`src/rtl/pmu_pkg.sv`:
```
// pmu_pkg: shared types and constants of the performance monitor unit
// used by the interfaces, the counter slot and the top level; no dependencies
package pmu_pkg;

    localparam int NUM_EVENT_COUNTERS = 4;
    localparam int DATA_W             = 32;
    localparam int SEL_W              = 8;
    localparam int IDX_W              = 4;

    typedef enum logic [1:0] {
        CMD_TICK  = 2'd0,
        CMD_READ  = 2'd1,
        CMD_WRITE = 2'd2,
        CMD_NOP   = 2'd3
    } cmd_t;

    localparam logic [IDX_W-1:0] REG_CONTROL = 4'd0;
    localparam logic [IDX_W-1:0] REG_CYCLES  = 4'd1;
    localparam logic [IDX_W-1:0] REG_IRQ_EN  = 4'd6;
    localparam logic [IDX_W-1:0] REG_FLAGS   = 4'd7;
    localparam logic [IDX_W-1:0] REG_EVSEL   = 4'd8;

    localparam logic LAYOUT_PACKED = 1'b0;
    localparam logic LAYOUT_SPLIT  = 1'b1;

    localparam logic [DATA_W-1:0] CTRL_WRITE_MASK = 32'h0FFF_F77F;

    localparam int CTRL_ENABLE_BIT     = 0;
    localparam int CTRL_CLR_EVENTS_BIT = 1;
    localparam int CTRL_CLR_CYCLES_BIT = 2;
    localparam int CTRL_DIVIDER_BIT    = 3;
    localparam int PK_IE_EV0_BIT       = 4;
    localparam int PK_IE_EV1_BIT       = 5;
    localparam int PK_IE_CYC_BIT       = 6;
    localparam int PK_OV_EV0_BIT       = 8;
    localparam int PK_OV_EV1_BIT       = 9;
    localparam int PK_OV_CYC_BIT       = 10;
    localparam int PK_SEL0_LSB         = 12;
    localparam int PK_SEL1_LSB         = 20;

    // slots within the flag and enable vectors
    localparam int SLOT_CYC = 0;
    localparam int SLOT_EV0 = 1;
    localparam int SLOT_EV1 = 2;

    typedef struct packed {
        logic clear;
        logic load;
        logic incr;
    } cnt_ctrl_t;

endpackage

```
`src/rtl/pmu_ifs.sv`:
```
// pmu_ifs: valid/ready channel interfaces of the performance monitor unit
// depends on pmu_pkg for field widths
interface pmu_item_if;
    logic                            valid;
    logic                            ready;
    logic [1:0]                      command;
    logic [pmu_pkg::IDX_W-1:0]       reg_index;
    logic [pmu_pkg::DATA_W-1:0]      write_data;
    logic [pmu_pkg::DATA_W-1:0]      event_lines;

    modport source (output valid, command, reg_index, write_data, event_lines, input ready);
    modport sink   (input valid, command, reg_index, write_data, event_lines, output ready);
endinterface

interface pmu_result_if;
    logic                            valid;
    logic                            ready;
    logic [pmu_pkg::DATA_W-1:0]      read_data;
    logic                            irq;

    modport source (output valid, read_data, irq, input ready);
    modport sink   (input valid, read_data, irq, output ready);
endinterface

interface pmu_cfg_if;
    logic valid;
    logic ready;
    logic layout;

    modport source (output valid, layout, input ready);
    modport sink   (input valid, layout, output ready);
endinterface

```
`src/rtl/pmu_counter.sv`:
```
// pmu_slot_counter: one 32-bit counter slot with clear, load and increment
// depends on pmu_pkg for the control struct and data width
module pmu_slot_counter
(
    input  logic                        clk,
    input  logic                        rst_n,
    input  pmu_pkg::cnt_ctrl_t          ctrl,
    input  logic [pmu_pkg::DATA_W-1:0]  load_value,
    output logic [pmu_pkg::DATA_W-1:0]  value,
    output logic                        wrap
);

    logic [pmu_pkg::DATA_W-1:0] cnt_reg;
    logic [pmu_pkg::DATA_W-1:0] cnt_next;

    always_comb
    begin
        priority if (ctrl.clear)
        begin
            cnt_next = '0;
        end
        else if (ctrl.load)
        begin
            cnt_next = load_value;
        end
        else if (ctrl.incr)
        begin
            cnt_next = cnt_reg + pmu_pkg::DATA_W'(1);
        end
        else
        begin
            cnt_next = cnt_reg;
        end
    end

    assign wrap  = ctrl.incr && !ctrl.clear && !ctrl.load && (&cnt_reg);
    assign value = cnt_reg;

    always_ff @(posedge clk or negedge rst_n)
    begin
        if (!rst_n)
        begin
            cnt_reg <= '0;
        end
        else
        begin
            cnt_reg <= cnt_next;
        end
    end

endmodule

```
`src/rtl/performance_monitor_unit_core.sv`:
```
// performance_monitor_unit_core: cycle and event counters behind a register port
// depends on pmu_pkg, pmu_ifs and pmu_slot_counter
//
// channels: item carries one transaction per tick, register read or register
// write; result returns one transaction per item with read_data and irq, where
// irq reflects the state after that item. cfg writes the layout register
// (0 packed three-counter layout, 1 five-counter layout); it is always ready
// and the user must write it only while no item is in flight; the block does
// not enforce this. An accepted item passes the input register, then the result
// register, before it appears on result.
// throughput: one item per cycle as long as result is taken; all counters update
// in parallel in the single stage between the input register and the result register.
// reset: counters, enables, flags and event selects clear, counting is
// disabled and the layout returns to the five-counter layout.
// stall: when result is not taken, the result register holds, the input
// register keeps one more item and item.ready then drops until result moves.
module performance_monitor_unit_core
#(
    parameter int NUM_EVENT_COUNTERS = pmu_pkg::NUM_EVENT_COUNTERS
)
(
    input  logic          clk,
    input  logic          rst_n,
    pmu_item_if.sink      item,
    pmu_result_if.source  result,
    pmu_cfg_if.sink       cfg
);

    localparam int NUM_SLOTS = NUM_EVENT_COUNTERS + 1;
    localparam int DW        = pmu_pkg::DATA_W;
    localparam int SW        = pmu_pkg::SEL_W;

    logic                           layout_reg;

    logic                           s_valid_reg;
    logic                           s_valid_next;
    pmu_pkg::cmd_t                  s_cmd_reg;
    logic [pmu_pkg::IDX_W-1:0]      s_idx_reg;
    logic [DW-1:0]                  s_wdata_reg;
    logic [DW-1:0]                  s_lines_reg;

    logic                           r_valid_reg;
    logic                           r_valid_next;
    logic [DW-1:0]                  r_data_reg;
    logic [DW-1:0]                  r_data_next;
    logic                           r_irq_reg;
    logic                           r_irq_next;

    logic                           en_reg;
    logic                           en_next;
    logic                           div_reg;
    logic                           div_next;
    logic [NUM_SLOTS-1:0]           ie_reg;
    logic [NUM_SLOTS-1:0]           ie_next;
    logic [NUM_SLOTS-1:0]           flags_reg;
    logic [NUM_SLOTS-1:0]           flags_next;
    logic [NUM_EVENT_COUNTERS-1:0][SW-1:0] sel_reg;
    logic [NUM_EVENT_COUNTERS-1:0][SW-1:0] sel_next;

    logic                           advance;
    logic                           is_tick;
    logic                           is_write;
    logic                           ctrl_wr;
    logic                           packed_wr;
    logic                           split_mode;
    logic [DW-1:0]                  ctrl_v;
    logic [NUM_SLOTS-1:0]           act;
    logic [NUM_SLOTS-1:0]           cnt_hit;
    logic [NUM_SLOTS-1:0]           wraps;
    logic [NUM_EVENT_COUNTERS-1:0]  line_hit;
    logic [NUM_SLOTS-1:0][DW-1:0]   cnt_val;
    pmu_pkg::cnt_ctrl_t [NUM_SLOTS-1:0] cnt_ctrl;

    // handshake
    assign advance      = s_valid_reg && (!r_valid_reg || result.ready);
    assign item.ready   = !s_valid_reg || advance;
    assign cfg.ready    = 1'b1;
    assign result.valid = r_valid_reg;
    assign result.read_data = r_data_reg;
    assign result.irq   = r_irq_reg;

    always_comb
    begin
        s_valid_next = s_valid_reg;
        if (item.valid && item.ready)
        begin
            s_valid_next = 1'b1;
        end
        else if (advance)
        begin
            s_valid_next = 1'b0;
        end
        r_valid_next = r_valid_reg;
        if (advance)
        begin
            r_valid_next = 1'b1;
        end
        else if (result.ready)
        begin
            r_valid_next = 1'b0;
        end
    end

    // decode
    assign split_mode = (layout_reg == pmu_pkg::LAYOUT_SPLIT);
    assign is_tick    = advance && (s_cmd_reg == pmu_pkg::CMD_TICK);
    assign is_write   = advance && (s_cmd_reg == pmu_pkg::CMD_WRITE);
    assign ctrl_wr    = is_write && (s_idx_reg == pmu_pkg::REG_CONTROL);
    assign packed_wr  = ctrl_wr && !split_mode;
    assign ctrl_v     = s_wdata_reg & pmu_pkg::CTRL_WRITE_MASK;

    genvar gi;
    generate
        for (gi = 0; gi < NUM_EVENT_COUNTERS; gi++)
        begin : g_line
            assign line_hit[gi] = (sel_reg[gi][SW-1:5] == '0) && s_lines_reg[sel_reg[gi][4:0]];
        end

        for (gi = 0; gi < NUM_SLOTS; gi++)
        begin : g_slot
            // packed layout keeps the cycle counter and two event counters
            assign act[gi]     = split_mode || (gi <= pmu_pkg::SLOT_EV1);
            assign cnt_hit[gi] = act[gi] && (s_idx_reg == pmu_pkg::IDX_W'(gi + 1));
            assign cnt_ctrl[gi].load = is_write && cnt_hit[gi];
            if (gi == pmu_pkg::SLOT_CYC)
            begin : g_cyc
                assign cnt_ctrl[gi].clear = ctrl_wr && ctrl_v[pmu_pkg::CTRL_CLR_CYCLES_BIT];
                assign cnt_ctrl[gi].incr  = is_tick && en_reg;
            end
            else
            begin : g_evt
                assign cnt_ctrl[gi].clear = ctrl_wr && ctrl_v[pmu_pkg::CTRL_CLR_EVENTS_BIT];
                assign cnt_ctrl[gi].incr  = is_tick && en_reg && act[gi] && line_hit[gi-1];
            end

            pmu_slot_counter u_counter
            (
                .clk        (clk),
                .rst_n      (rst_n),
                .ctrl       (cnt_ctrl[gi]),
                .load_value (s_wdata_reg),
                .value      (cnt_val[gi]),
                .wrap       (wraps[gi])
            );
        end
    endgenerate

    // control, enable, flag and select updates
    always_comb
    begin
        en_next    = en_reg;
        div_next   = div_reg;
        ie_next    = ie_reg;
        flags_next = flags_reg | wraps;
        sel_next   = sel_reg;
        if (ctrl_wr)
        begin
            en_next  = ctrl_v[pmu_pkg::CTRL_ENABLE_BIT];
            div_next = ctrl_v[pmu_pkg::CTRL_DIVIDER_BIT];
        end
        if (packed_wr)
        begin
            ie_next[pmu_pkg::SLOT_CYC] = ctrl_v[pmu_pkg::PK_IE_CYC_BIT];
            ie_next[pmu_pkg::SLOT_EV0] = ctrl_v[pmu_pkg::PK_IE_EV0_BIT];
            ie_next[pmu_pkg::SLOT_EV1] = ctrl_v[pmu_pkg::PK_IE_EV1_BIT];
            if (ctrl_v[pmu_pkg::PK_OV_CYC_BIT])
            begin
                flags_next[pmu_pkg::SLOT_CYC] = 1'b0;
            end
            if (ctrl_v[pmu_pkg::PK_OV_EV0_BIT])
            begin
                flags_next[pmu_pkg::SLOT_EV0] = 1'b0;
            end
            if (ctrl_v[pmu_pkg::PK_OV_EV1_BIT])
            begin
                flags_next[pmu_pkg::SLOT_EV1] = 1'b0;
            end
            sel_next[0] = ctrl_v[pmu_pkg::PK_SEL0_LSB +: SW];
            sel_next[1] = ctrl_v[pmu_pkg::PK_SEL1_LSB +: SW];
        end
        if (is_write && split_mode)
        begin
            if (s_idx_reg == pmu_pkg::REG_IRQ_EN)
            begin
                ie_next = s_wdata_reg[NUM_SLOTS-1:0] & act;
            end
            if (s_idx_reg == pmu_pkg::REG_FLAGS)
            begin
                flags_next = flags_reg & ~s_wdata_reg[NUM_SLOTS-1:0];
            end
            if (s_idx_reg == pmu_pkg::REG_EVSEL)
            begin
                for (int k = 0; k < NUM_EVENT_COUNTERS; k++)
                begin
                    sel_next[k] = s_wdata_reg[SW*k +: SW];
                end
            end
        end
    end

    // read path
    always_comb
    begin
        logic [DW-1:0] rd_ctrl;
        logic [DW-1:0] rd_cnt;
        logic [DW-1:0] rd_sel;
        rd_ctrl = '0;
        rd_ctrl[pmu_pkg::CTRL_ENABLE_BIT]  = en_reg;
        rd_ctrl[pmu_pkg::CTRL_DIVIDER_BIT] = div_reg;
        if (!split_mode)
        begin
            rd_ctrl[pmu_pkg::PK_IE_EV0_BIT] = ie_reg[pmu_pkg::SLOT_EV0];
            rd_ctrl[pmu_pkg::PK_IE_EV1_BIT] = ie_reg[pmu_pkg::SLOT_EV1];
            rd_ctrl[pmu_pkg::PK_IE_CYC_BIT] = ie_reg[pmu_pkg::SLOT_CYC];
            rd_ctrl[pmu_pkg::PK_OV_EV0_BIT] = flags_reg[pmu_pkg::SLOT_EV0];
            rd_ctrl[pmu_pkg::PK_OV_EV1_BIT] = flags_reg[pmu_pkg::SLOT_EV1];
            rd_ctrl[pmu_pkg::PK_OV_CYC_BIT] = flags_reg[pmu_pkg::SLOT_CYC];
            rd_ctrl[pmu_pkg::PK_SEL0_LSB +: SW] = sel_reg[0];
            rd_ctrl[pmu_pkg::PK_SEL1_LSB +: SW] = sel_reg[1];
        end
        rd_cnt = '0;
        for (int i = 0; i < NUM_SLOTS; i++)
        begin
            rd_cnt = rd_cnt | (cnt_hit[i] ? cnt_val[i] : '0);
        end
        rd_sel = '0;
        for (int k = 0; k < NUM_EVENT_COUNTERS; k++)
        begin
            rd_sel[SW*k +: SW] = sel_reg[k];
        end

        r_data_next = '0;
        if (s_cmd_reg == pmu_pkg::CMD_READ)
        begin
            priority if (s_idx_reg == pmu_pkg::REG_CONTROL)
            begin
                r_data_next = rd_ctrl;
            end
            else if (|cnt_hit)
            begin
                r_data_next = rd_cnt;
            end
            else if (split_mode && s_idx_reg == pmu_pkg::REG_IRQ_EN)
            begin
                r_data_next = DW'(ie_reg & act);
            end
            else if (split_mode && s_idx_reg == pmu_pkg::REG_FLAGS)
            begin
                r_data_next = DW'(flags_reg & act);
            end
            else if (split_mode && s_idx_reg == pmu_pkg::REG_EVSEL)
            begin
                r_data_next = rd_sel;
            end
            else
            begin
                r_data_next = '0;
            end
        end
    end

    assign r_irq_next = |(flags_next & ie_next & act);

    always_ff @(posedge clk or negedge rst_n)
    begin
        if (!rst_n)
        begin
            layout_reg  <= pmu_pkg::LAYOUT_SPLIT;
            s_valid_reg <= 1'b0;
            r_valid_reg <= 1'b0;
            r_irq_reg   <= 1'b0;
            en_reg      <= 1'b0;
            div_reg     <= 1'b0;
            ie_reg      <= '0;
            flags_reg   <= '0;
            sel_reg     <= '0;
        end
        else
        begin
            if (cfg.valid && cfg.ready)
            begin
                layout_reg <= cfg.layout;
            end
            s_valid_reg <= s_valid_next;
            r_valid_reg <= r_valid_next;
            if (advance)
            begin
                r_irq_reg <= r_irq_next;
            end
            en_reg    <= en_next;
            div_reg   <= div_next;
            ie_reg    <= ie_next;
            flags_reg <= flags_next;
            sel_reg   <= sel_next;
        end
    end

    always_ff @(posedge clk)
    begin
        if (item.valid && item.ready)
        begin
            s_cmd_reg   <= pmu_pkg::cmd_t'(item.command);
            s_idx_reg   <= item.reg_index;
            s_wdata_reg <= item.write_data;
            s_lines_reg <= item.event_lines;
        end
        if (advance)
        begin
            r_data_reg <= r_data_next;
        end
    end

`ifndef SYNTH
    a_ready_has_room: assert property (@(posedge clk) disable iff (!rst_n)
        item.ready |-> (!s_valid_reg || !r_valid_reg || result.ready))
        else $error("input accepted with no room in the pipe");

    a_clear_cycles: assert property (@(posedge clk) disable iff (!rst_n)
        (ctrl_wr && ctrl_v[pmu_pkg::CTRL_CLR_CYCLES_BIT]) |=> (cnt_val[pmu_pkg::SLOT_CYC] == '0))
        else $error("cycle counter not cleared by control write");

    a_idle_counters: assert property (@(posedge clk) disable iff (!rst_n)
        (!advance || (s_cmd_reg != pmu_pkg::CMD_WRITE && !en_reg)) |=> $stable(cnt_val))
        else $error("counter changed without a tick or write");

    a_irq_source: assert property (@(posedge clk) disable iff (!rst_n)
        r_irq_reg |-> (|(flags_reg & ie_reg)))
        else $error("irq without an enabled overflow flag");

    a_flags_hold: assert property (@(posedge clk) disable iff (!rst_n)
        !advance |=> $stable(flags_reg))
        else $error("overflow flags changed without an item");
`endif

endmodule

```
`src/flat_wrapper.sv`:
```
// flat-port wrapper written by rule: the top's interface ports become plain ports
module performance_monitor_unit_core_flat 
#(
    parameter int NUM_EVENT_COUNTERS = pmu_pkg::NUM_EVENT_COUNTERS
)
  (clk, rst_n, item_valid, item_command, item_reg_index, item_write_data, item_event_lines, item_ready, result_valid, result_read_data, result_irq, result_ready, cfg_valid, cfg_layout, cfg_ready);
  pmu_item_if item_i ();
  pmu_result_if result_i ();
  pmu_cfg_if cfg_i ();
  input  logic clk;
  input  logic rst_n;
  input wire logic [$bits(item_i.valid)-1:0] item_valid;
  input wire logic [$bits(item_i.command)-1:0] item_command;
  input wire logic [$bits(item_i.reg_index)-1:0] item_reg_index;
  input wire logic [$bits(item_i.write_data)-1:0] item_write_data;
  input wire logic [$bits(item_i.event_lines)-1:0] item_event_lines;
  output wire logic [$bits(item_i.ready)-1:0] item_ready;
  output wire logic [$bits(result_i.valid)-1:0] result_valid;
  output wire logic [$bits(result_i.read_data)-1:0] result_read_data;
  output wire logic [$bits(result_i.irq)-1:0] result_irq;
  input wire logic [$bits(result_i.ready)-1:0] result_ready;
  input wire logic [$bits(cfg_i.valid)-1:0] cfg_valid;
  input wire logic [$bits(cfg_i.layout)-1:0] cfg_layout;
  output wire logic [$bits(cfg_i.ready)-1:0] cfg_ready;
  assign item_i.valid = item_valid;
  assign item_i.command = item_command;
  assign item_i.reg_index = item_reg_index;
  assign item_i.write_data = item_write_data;
  assign item_i.event_lines = item_event_lines;
  assign item_ready = item_i.ready;
  assign result_valid = result_i.valid;
  assign result_read_data = result_i.read_data;
  assign result_irq = result_i.irq;
  assign result_i.ready = result_ready;
  assign cfg_i.valid = cfg_valid;
  assign cfg_i.layout = cfg_layout;
  assign cfg_ready = cfg_i.ready;
  performance_monitor_unit_core #(.NUM_EVENT_COUNTERS(NUM_EVENT_COUNTERS)) u_core (.clk(clk), .rst_n(rst_n), .item(item_i), .result(result_i), .cfg(cfg_i));
endmodule
```
`config.mk`:
```
export PLATFORM = sky130hd
export DESIGN_NAME = performance_monitor_unit_core_flat
export DESIGN_NICKNAME = d
export VERILOG_FILES = /design/src/rtl/pmu_pkg.sv /design/src/rtl/pmu_ifs.sv /design/src/rtl/pmu_counter.sv /design/src/rtl/performance_monitor_unit_core.sv /design/src/flat_wrapper.sv
export SDC_FILE = /design/constraint.sdc
export NUM_CORES = 1
export LEC_CHECK = 0
export ABC_AREA = 1
export BUFFER_PORTS_ARGS = -buffer_cell sky130_fd_sc_hd__buf_2
export CAP_MARGIN = 15
export CORE_MARGIN = 10
export CORE_UTILIZATION = 55
export DETAILED_ROUTE_END_ITERATION = 8
export PLACE_DENSITY_LB_ADDON = 0.05
export SYNTH_ARGS = -nofsm -noshare
export SYNTH_HDL_FRONTEND = slang
export SYNTH_SLANG_ARGS = --single-unit
```
`constraint.sdc`:
```
create_clock -name clk -period 6.55 [get_ports clk]
set_clock_uncertainty 0.15 [all_clocks]
set_input_delay 0.655 -clock clk [delete_from_list [all_inputs] [get_ports clk]]
set_output_delay 0.655 -clock clk [all_outputs]
set_load 0.02 [all_outputs]
```
# [Yosys cells after proc, flatten, opt, wreduce, memory -nomap -nowiden]
# Index checks and enable logic that the tools add are counted.
[word_totals] register_bits=310
[classes] add_sub_neg=5 n_lt_le_gt_ge=4 n_eq_ne=10 mux=52 bitwise=13 reduce_logical=78
[ops] op="2-to-1 mux 32 bit" n=24
[ops] op="adder 32 x 1 -> 32 bit, second input constant" n=5
[ops] op="AND reduction 32 bit" n=5
[ops] op="OR 32 bit" n=4
[ops] op="2-to-1 mux 16 bit" n=4
[ops] op="logical AND 1 bit" n=44
[ops] op="bitwise AND 5 bit" n=6
[ops] op="2-to-1 mux 28 bit" n=1
[ops] op="less-than comparator 5 x 6 -> 1 bit, second input constant" n=4
[ops] op="binary-select mux 1 bit (select 5 bit)" n=4
[ops] op="2-to-1 mux 5 bit" n=4
[ops] op="== test 4 x 3 -> 1 bit, second input constant" n=4
[ops] op="nonzero test 3 bit" n=5
[ops] op="zero test 3 bit" n=4
[ops] op="2-to-1 mux 3 bit" n=4
[ops] op="2-to-1 mux 1 bit" n=11
[ops] op="zero test 1 bit" n=10
[ops] op="OR reduction 5 bit" n=2
[ops] op="== test 4 x 2 -> 1 bit, second input constant" n=2
[ops] op="inverter 5 bit" n=1
[ops] op="OR 5 bit" n=1
[ops] op="== test 4 x 1 -> 1 bit, second input constant" n=1
[ops] op="== test 4 bit, second input constant" n=1
[ops] op="zero test 4 bit" n=1
[ops] op="other kinds (8)" n=10

# [Logic depth before layout (Yosys ltp)]
# Gate-level depths: netlist of run 1.
[logic_depth] depth_word=18 mapped_depth=18 depth_no_buf=18

# [Cells and area by module]
# From an unflattened synthesis of run 1, not the netlist that was laid out.
[hier_totals] hier_cells=3092 area_unflattened_um2=20990.1
[modules_own_cells] mod="pmu_slot_counter" instances=5 cells_per_inst=425 area_per_inst_um2=2568.7 seq_area_each_um2=800.8
[modules_own_cells] mod="performance_monitor_unit_core" instances=1 cells_per_inst=967 area_per_inst_um2=8146.6 seq_area_each_um2=4265.3

# [Worst setup path before layout of run 1]
# OpenSTA, ideal clock, no wires.
[synth_timing] path_type="in2reg" from="input port result_ready" to="register u_core.s_cmd_reg[0], enable pin" t_arrival_ps=2389 t_required_ps=5976 setup_slack_ps=3587 stages=4 path_buffers=0 path_cell_list="inv_1 -> nand3_1 -> nand2_1 -> inv_1"
[synth_between] elab_chain_cells=4
[synth_lines] element="from (decl)" line_no="flat_wrapper.sv:21" rtl="input wire logic [$bits(result_i.ready)-1:0] result_ready;"
[synth_lines] element="logical OR 1 bit" line_no="performance_monitor_unit_core.sv:75" rtl="assign advance = s_valid_reg && (!r_valid_reg || result.ready);"
[synth_lines] element="logical AND 1 bit" line_no="performance_monitor_unit_core.sv:75"
[synth_lines] element="logical OR 1 bit" line_no="performance_monitor_unit_core.sv:76" rtl="assign item.ready = !s_valid_reg || advance;"
[synth_lines] element="named net item_ready" line_no="flat_wrapper.sv:17" rtl="output wire logic [$bits(item_i.ready)-1:0] item_ready;"
[synth_lines] element="logical AND 1 bit" line_no="performance_monitor_unit_core.sv:300" rtl="if (item.valid && item.ready)"
[synth_lines] element="to (signal assigned)" line_no="performance_monitor_unit_core.sv:302" rtl="s_cmd_reg <= pmu_pkg::cmd_t'(item.command);"
[synth_lines] element="to (decl)" line_no="performance_monitor_unit_core.sv:37" rtl="pmu_pkg::cmd_t s_cmd_reg;"
# The timed path passes the listed nets, and every way through them passes these cells.
# A chain may end at the register's enable or synchronous reset.

# [Worst setup path in the final report of run 1]
[layout_timing] from="register u_core.r_valid_reg (netlist: u_core.result.valid)" to="register u_core.g_slot[1].u_counter.cnt_reg (netlist bit u_core.g_slot[1].u_counter.value[31])"
[layout_between] elab_chain_cells=7
[layout_lines] element="from (decl)" line_no="performance_monitor_unit_core.sv:42" rtl="logic r_valid_reg;"
[layout_lines] element="from (signal assigned)" line_no="performance_monitor_unit_core.sv:285" rtl="r_valid_reg <= r_valid_next;"
[layout_lines] element="zero test 1 bit (*)" line_no="performance_monitor_unit_core.sv:75"
[layout_lines] element="logical OR 1 bit (*)" line_no="performance_monitor_unit_core.sv:75"
[layout_lines] element="logical AND 1 bit (*)" line_no="performance_monitor_unit_core.sv:75"
[layout_lines] element="named net u_core.advance" line_no="performance_monitor_unit_core.sv:60" rtl="logic advance;"
[layout_lines] element="logical AND 1 bit, on equally long branches" line_no="performance_monitor_unit_core.sv:107, performance_monitor_unit_core.sv:106"
[layout_lines] element="logical AND 1 bit, on equally long branches" line_no="performance_monitor_unit_core.sv:124, performance_monitor_unit_core.sv:108, performance_monitor_unit_core.sv:133"
[layout_lines] element="2-to-1 mux 32 bit (tied with other cells)" line_no="pmu_counter.sv:22" rtl="else if (ctrl.load)"
[layout_lines] element="2-to-1 mux 32 bit or nonzero test 3 bit (tied branches)"
[layout_lines] element="to (signal assigned)" line_no="pmu_counter.sv:47" rtl="cnt_reg <= cnt_next;"
[layout_lines] element="to (decl)" line_no="pmu_counter.sv:13" rtl="logic [pmu_pkg::DATA_W-1:0] cnt_reg;"
# Mark *: on every way through the listed nets, which the timed path passes. The rest lies on a longest branch.

==> results of run 1 <==
-- where the power goes --
group	total [uW]	internal [uW]	switching, uW
logic	2170	727	1440
registers	3200	2540	665
clock network	1970	1110	860
total	7340	4370	2970
-- critical path: cells and delay by family (launching register included) --
family | cells | cell delay [ns]
DFF | 1 | 0.40
AOI/OAI and AO/OA | 2 | 0.29
buffers and inverters | 5 | 1.81
and+or+nand+nor | 7 | 1.66
-- cells in the final DEF (no fill, tap or decap), types with 5 or more instances in the layout --
cell	Yosys	routed
nand4_1	39	39
nor4_1	13	13
nand3_1	186	186
buf_4	5	17
clkbuf_1	64	10
inv_1	304	303
nand2_2	10	11
nor3_1	67	67
nand2_1	527	526
nor3b_1	7	7
o31ai_1	5	5
edfxtp_1	102	102
nor2_1	131	131
o21ai_0	257	257
clkbuf_16	0	37
nor2_2	12	12
clkinv_2	0	7
a221oi_1	15	15
o22ai_1	112	112
xor2_1	57	57
inv_2	16	16
nor3_2	6	6
o2111ai_1	9	9
o211ai_1	49	49
o21ai_1	9	9
dfrtp_1	207	207
clkinv_1	4	8
buf_2	26	109
nand3_2	5	5
o221ai_1	8	8
nor2_4	8	8
ha_1	5	5
a211oi_1	16	16
a21oi_1	104	104
a31oi_1	27	27
-- how the worst max path moves through the flow --
stage                             start                                   end  slack (ns)  cells after the start
floorplan                  result_ready                   u_core.s_cmd_reg[0]        3.59                      4
global placement           result_ready  u_core.g_slot[1].u_counter.value[30]        1.97                     16
detailed placement         result_ready  u_core.g_slot[1].u_counter.value[31]        1.87                     16
CTS                 u_core.result.valid  u_core.g_slot[1].u_counter.value[31]        2.21                     14
global route        u_core.result.valid  u_core.g_slot[1].u_counter.value[21]        1.80                     14
finish              u_core.result.valid  u_core.g_slot[1].u_counter.value[31]        2.12                     14
-- metrics by stage --
step	setup WS, ns	hold WS [ns]	util	cells
after global routing	1.80	0.110	0.618	3008
after detailed placement	1.87	0.338	0.585	2942
after global placement	1.97	0.326	0.585	2942
final	2.12	0.0385	0.618	3010
after CTS	2.21	0.0866	0.618	3008
after floorplan	3.59	0.209	-	2472
-- area by class of cell --
class / count / area, um^2
Antenna cell: 2 / 5.00
Clock inverter: 17 / 126
Tap cell: 448 / 561
Multi-Input combinational cell: 1732 / 9020
Clock buffer: 49 / 991
Timing Repair Buffer: 127 / 688
Sequential cell: 310 / 8270
Inverter: 325 / 1220
Fill cell: 3078 / 12900
-- cell families (layout without fill, tap and decap cells) --
family / after synthesis / after routing / share of synthesized area
compound gates: 637 / 637 / 0.199
xor+xnor: 60 / 60 / 0.0277
fa+ha+maj: 5 / 5 / 0.00330
buf+inv: 430 / 518 / 0.0894
flops: 310 / 310 / 0.436
other cells: 1 / 3 / 0.000198
simple gates: 1029 / 1029 / 0.245
-- per-layer routing --
metal / GRT usage / share of wire
met2: 0.523 / 0.43
met4: 0.217 / 0.068
met3: 0.0837 / 0.12
met5: 0 / 0.00073
met1: 0.461 / 0.38
==> metrics.txt, run 1 <==
htree depth 2; WP data arrival 4.75 ns; CP cell instances nand2_2, nand2_1, inv_2, nand3_4, nor2_4, inv_2, nand2_4, inv_1, nand2_1, buf_4, nand2_1, inv_2, o21ai_0, o22ai_1; dpl cell area slightly below 0.02 mm^2; Post-CTS Resized 0; Setup violations, final 0; layout cell share with drive strength beyond 1 0.100; Slew HR 0.284; initial antenna violation count 4; total clock sinks 310; critical path startpoint category flip-flop; worst r2r src u_core.result.valid; fraction of registers with async set/reset 0.671; Worst Max-Slew Pin Slew around 1.1 ns; mean post-synth cell area about 7.7 um^2; Hold Crit Class input port to asynchronous set/reset pin; Die Width between 200 and 250 um; #FFs+latches synth 310; clk slew on worst S/H paths 0.06 ns; Achievable Freq about 0.23 GHz; Hold Violations, Final 0; final cycle utilization of the critical path 0.677; max reg flops 160; # nets final around 2.6k; sequential fraction of the synthesis area 0.436; P per Cell Area 351 mW/mm^2; gr usage total 0.353; Clock Latency Late Sink roughly 0.56 ns; Fin Setup TNS 0 ns; vias after detailed routing a little under 20k; Avg Vias per Cell 6.46; post-route ant nets 0; die area ~0.042 mm^2; capturing point of the worst reg2reg path u_core.g_slot[1].u_counter.value[31]; Synth top area share 0.273; slowest CP cell inv_2; Synth Flop Type dfrtp_1; gr ovfl total 0; CTS tree built; WP data required ~7 ns; core area between 0.03 and 0.04 mm^2; Routed WL 75.5 mm; Avg WL per Cell 25.1 um; most frequent cell after synthesis nand2_1; Post-CTS Hold Buffers 0; reg-to-reg slack, setup around 2.1 ns; Yosys top cell by area dfrtp_1; outcome completed; root buffer cell clkbuf_16; Synth cell types between 60 and 70; Pwr Total about 7300 uW; Max Root-Sink Buffers 3; Worst Path Max Fanout 44; EDFF count, synth a little over 100; CP peak stage delay between 0.6 and 0.7 ns; post-layout min period about 4.4 ns; Post-CTS Setup Bufs 0; Initial Util 0.562; Post-Syn Instances around 2.5k; DRC errors left 0; RSZ-0062 raised after global routing false; Design Area, Final about 0.021 mm^2; mapped cell area approximately 0.019 mm^2; yosys synthesis warning count 0; Max Cap Violations 0; commonest cells in the netlist nand2_1, inv_1, o21ai_0, dfrtp_1, nand3_1; Pleak a little over 0.009 uW; top cells by area, synth dfrtp_1, edfxtp_1, nand2_1; I/O Buffers 110; worst reg2reg path depth 14; TritonCTS buffer count 36; area grow syn2layout 10.0%; maximum vdd drop around 0.30 mV; row count 67; die height 206 um; fin. max-slew vios 0; RD Place Congestion roughly 1.1; initial DRC count 2798; DP HPWL 56.1 mm; first-pass GRT wire length around 110 mm; largest net degree at the start of global routing 110; Worst Setup End Kind flip-flop; syn_nets roughly 2.6k; Ports approximately 110; DRT Pass-1 Iters 6; number of global-route vias before repair roughly 18k; kind of critical path flip-flop to flip-flop
Power figures use the tool's default switching activity.
==> inputs of run 2 (changes only) <==
- ABC_AREA: 1 -> 0
- clock period: 6.55 -> 3.95 ns (I/O delays scaled with it)
==> run 2 against run 1 <==
Critical path type unchanged. Largest cell class unchanged. Clock power increased by 73%. Sequential share of layout area up 0.57 points. Cell count down 19%. Routed wire length down 11%.
==> metrics.txt, run 2 <==
Worst Path Max Fanout 16; total clock sinks 310; first-pass GRT wire length 100 mm; top cells by area, synth dfrtp_1, edfxtp_1, nand2_1; root buffer cell clkbuf_16; I/O Buffers 110; mapped cell area ~0.018 mm^2; M1 WL between 20 and 30 mm; met2 WL around 28 mm; die height ~200 um; htree depth 2; DRC errors left 0; mean post-synth cell area 9.49 um^2; Initial Util 0.558; Avg WL per Cell 27.6 um; Slew HR 0.317; fraction of registers with async set/reset 0.671; outcome completed; fin. max-slew vios 0; Non-Filler Instances roughly 2.4k; initial DRC count 2431; clk slew on worst S/H paths 0.06 ns; area grow syn2layout 16.6%; post-route ant nets 0; core area between 0.03 and 0.04 mm^2; kind of critical path flip-flop to flip-flop; Hold Crit Class input port to flip-flop; Max Root-Sink Buffers 3; most frequent cell after synthesis nand2_1; Routed WL a little under 70 mm; RD Place Congestion ~1; Post-Syn Instances roughly 1.9k; #FFs+latches synth 310; Synth Flop Type dfrtp_1; RSZ-0062 raised after global routing false; layout cell share with drive strength beyond 1 0.157; most frequent cells in the layout nand2_1, dfrtp_1, o21ai_0; Yosys top cell by area dfrtp_1; Ports between 100 and 150; WP data arrival 3.81 ns; commonest non-fill, non-tap cell in the layout nand2_1; Die Width approximately 200 um; Clock Latency Late Sink roughly 0.55 ns; syn_nets between 1.5k and 2k; Synth top area share 0.293; Final Util 0.651; largest net degree at the start of global routing roughly 80; yosys synthesis warning count 0; maximum vdd drop around 0.51 mV; # nets final 2092; critical path startpoint category flip-flop; Post-CTS Setup Bufs 0; max layer used met5; P per Cell Area 436 mW/mm^2; Setup violations, final 0; Inst Count DP 2300; Max Cap Violations 0; post-layout min period 3.51 ns; DP HPWL around 46 mm; final cycle utilization of the critical path 0.889; Achievable Freq ~0.28 GHz; max reg flops between 150 and 200; Worst Max-Slew Pin Slew approximately 1.0 ns; Pleak about 0.0081 uW; Worst Setup End Kind flip-flop; die area a little under 0.04 mm^2; met3 WL around 8.5 mm; commonest cells in the netlist nand2_1, dfrtp_1, o21ai_0, a21oi_1, nor2_1; number of global-route vias before repair ~15k; sequential fraction of the synthesis area 0.468; Hold Violations, Final 0; Avg Vias per Cell approximately 6.7; EDFF count, synth a little over 100; gr ovfl total 0; Synth cell types a little under 80; DRT Pass-1 Iters 6; TritonCTS buffer count 37; Fin Setup TNS 0 ns; WP data required roughly 4.3 ns; initial antenna violation count 3; vias after detailed routing ~16k; row count between 60 and 70; CTS tree built; gr usage total 0.339; fill count 2573
run 2: cell count changes after synthesis, moves of 54 or more:
| cell | before | now |
|---|---|---|
| a21oi_1 | 104 | 165 |
| o21ai_0 | 257 | 169 |
| nand2_1 | 527 | 245 |
| inv_1 | 304 | 25 |
| mux2_2 | 0 | 54 |
| o22ai_1 | 112 | 2 |
| nand3_1 | 186 | 67 |
run 2: repair_timing:
item | in CTS | in global routing
endpoints found under the hold margin | 139 | 0
setup endpoints to repair | 0 | 8
hold buffers | 74 | 0
gates resized for setup | 0 | 1
run 2: cell families after synthesis:
family,synth area share
fa+ha+maj,0.00354
flops,0.468
mux,0.0873
other cells,0.000212
simple gates,0.177
compound gates,0.191
xor+xnor,0.0397
buf+inv,0.0331
run 2: per-stage QoR:
stage	power [uW]	setup slack, ns	hold slack [ns]	cell area (um^2)
after global placement	5450	0.448	0.258	18600
after floorplan	4880	0.918	-0.0506	17700
after detailed placement	5480	0.285	0.261	18600
final	8980	0.439	0.0744	20600
after CTS	8910	0.247	0.0119	20600
after global routing	9250	0.207	0.0890	20600
run 2: critical path, stage by stage (launching register included):
cell and delay [ns]:
dfrtp_1 0.85, mux2i_1 0.18, a22oi_1 0.24, nand4_1 0.11, o22ai_1 0.58, o2111ai_1 0.21
buf_4 0.20, or3_1 0.37, or3_1 0.33, a31oi_1 0.17
run 2: final timing paths:
check                      depth (start not counted)                              endpoint               start  slack (ns)
max in group asynchronous                          3                     u_core.layout_reg               rst_n        2.42
min in group asynchronous                          2  u_core.g_slot[3].u_counter.value[26]               rst_n        0.30
min                                                3                    u_core.s_valid_reg        result_ready        0.07
min reg2reg                                        2                      u_core.ie_reg[4]    u_core.ie_reg[4]        0.36
max reg2reg                                        9  u_core.g_slot[3].u_counter.value[20]  u_core.sel_reg[18]        0.44
max                                                9  u_core.g_slot[3].u_counter.value[20]  u_core.sel_reg[18]        0.44
run 2: layer usage:
layer	up-vias	global-route usage
met3	170	0.0900
met4	2	0.171
li1	7243	-
met2	1048	0.462
met1	8010	0.483
met5	-	0
run 2: area by class of cell:
cell class / instances / area (um^2) / area share
clock buffers: 55 / 1110 / 0.0537
flip-flops and latches: 310 / 8270 / 0.402
inverters: 26 / 97.6 / 0.00474
diodes: 4 / 10.0 / 0.000486
well taps: 402 / 503 / 0.0244
repair buffers: 230 / 1660 / 0.0806
clock inverters: 13 / 98.8 / 0.00480
multi-input cells: 1406 / 8850 / 0.430
run 2: report_power, final:
| part | switching, uW | internal, uW |
|---|---|---|
| sequential | 683 | 3690 |
| clock | 1400 | 2010 |
| combinational | 612 | 589 |
| total | 2690 | 6280 |
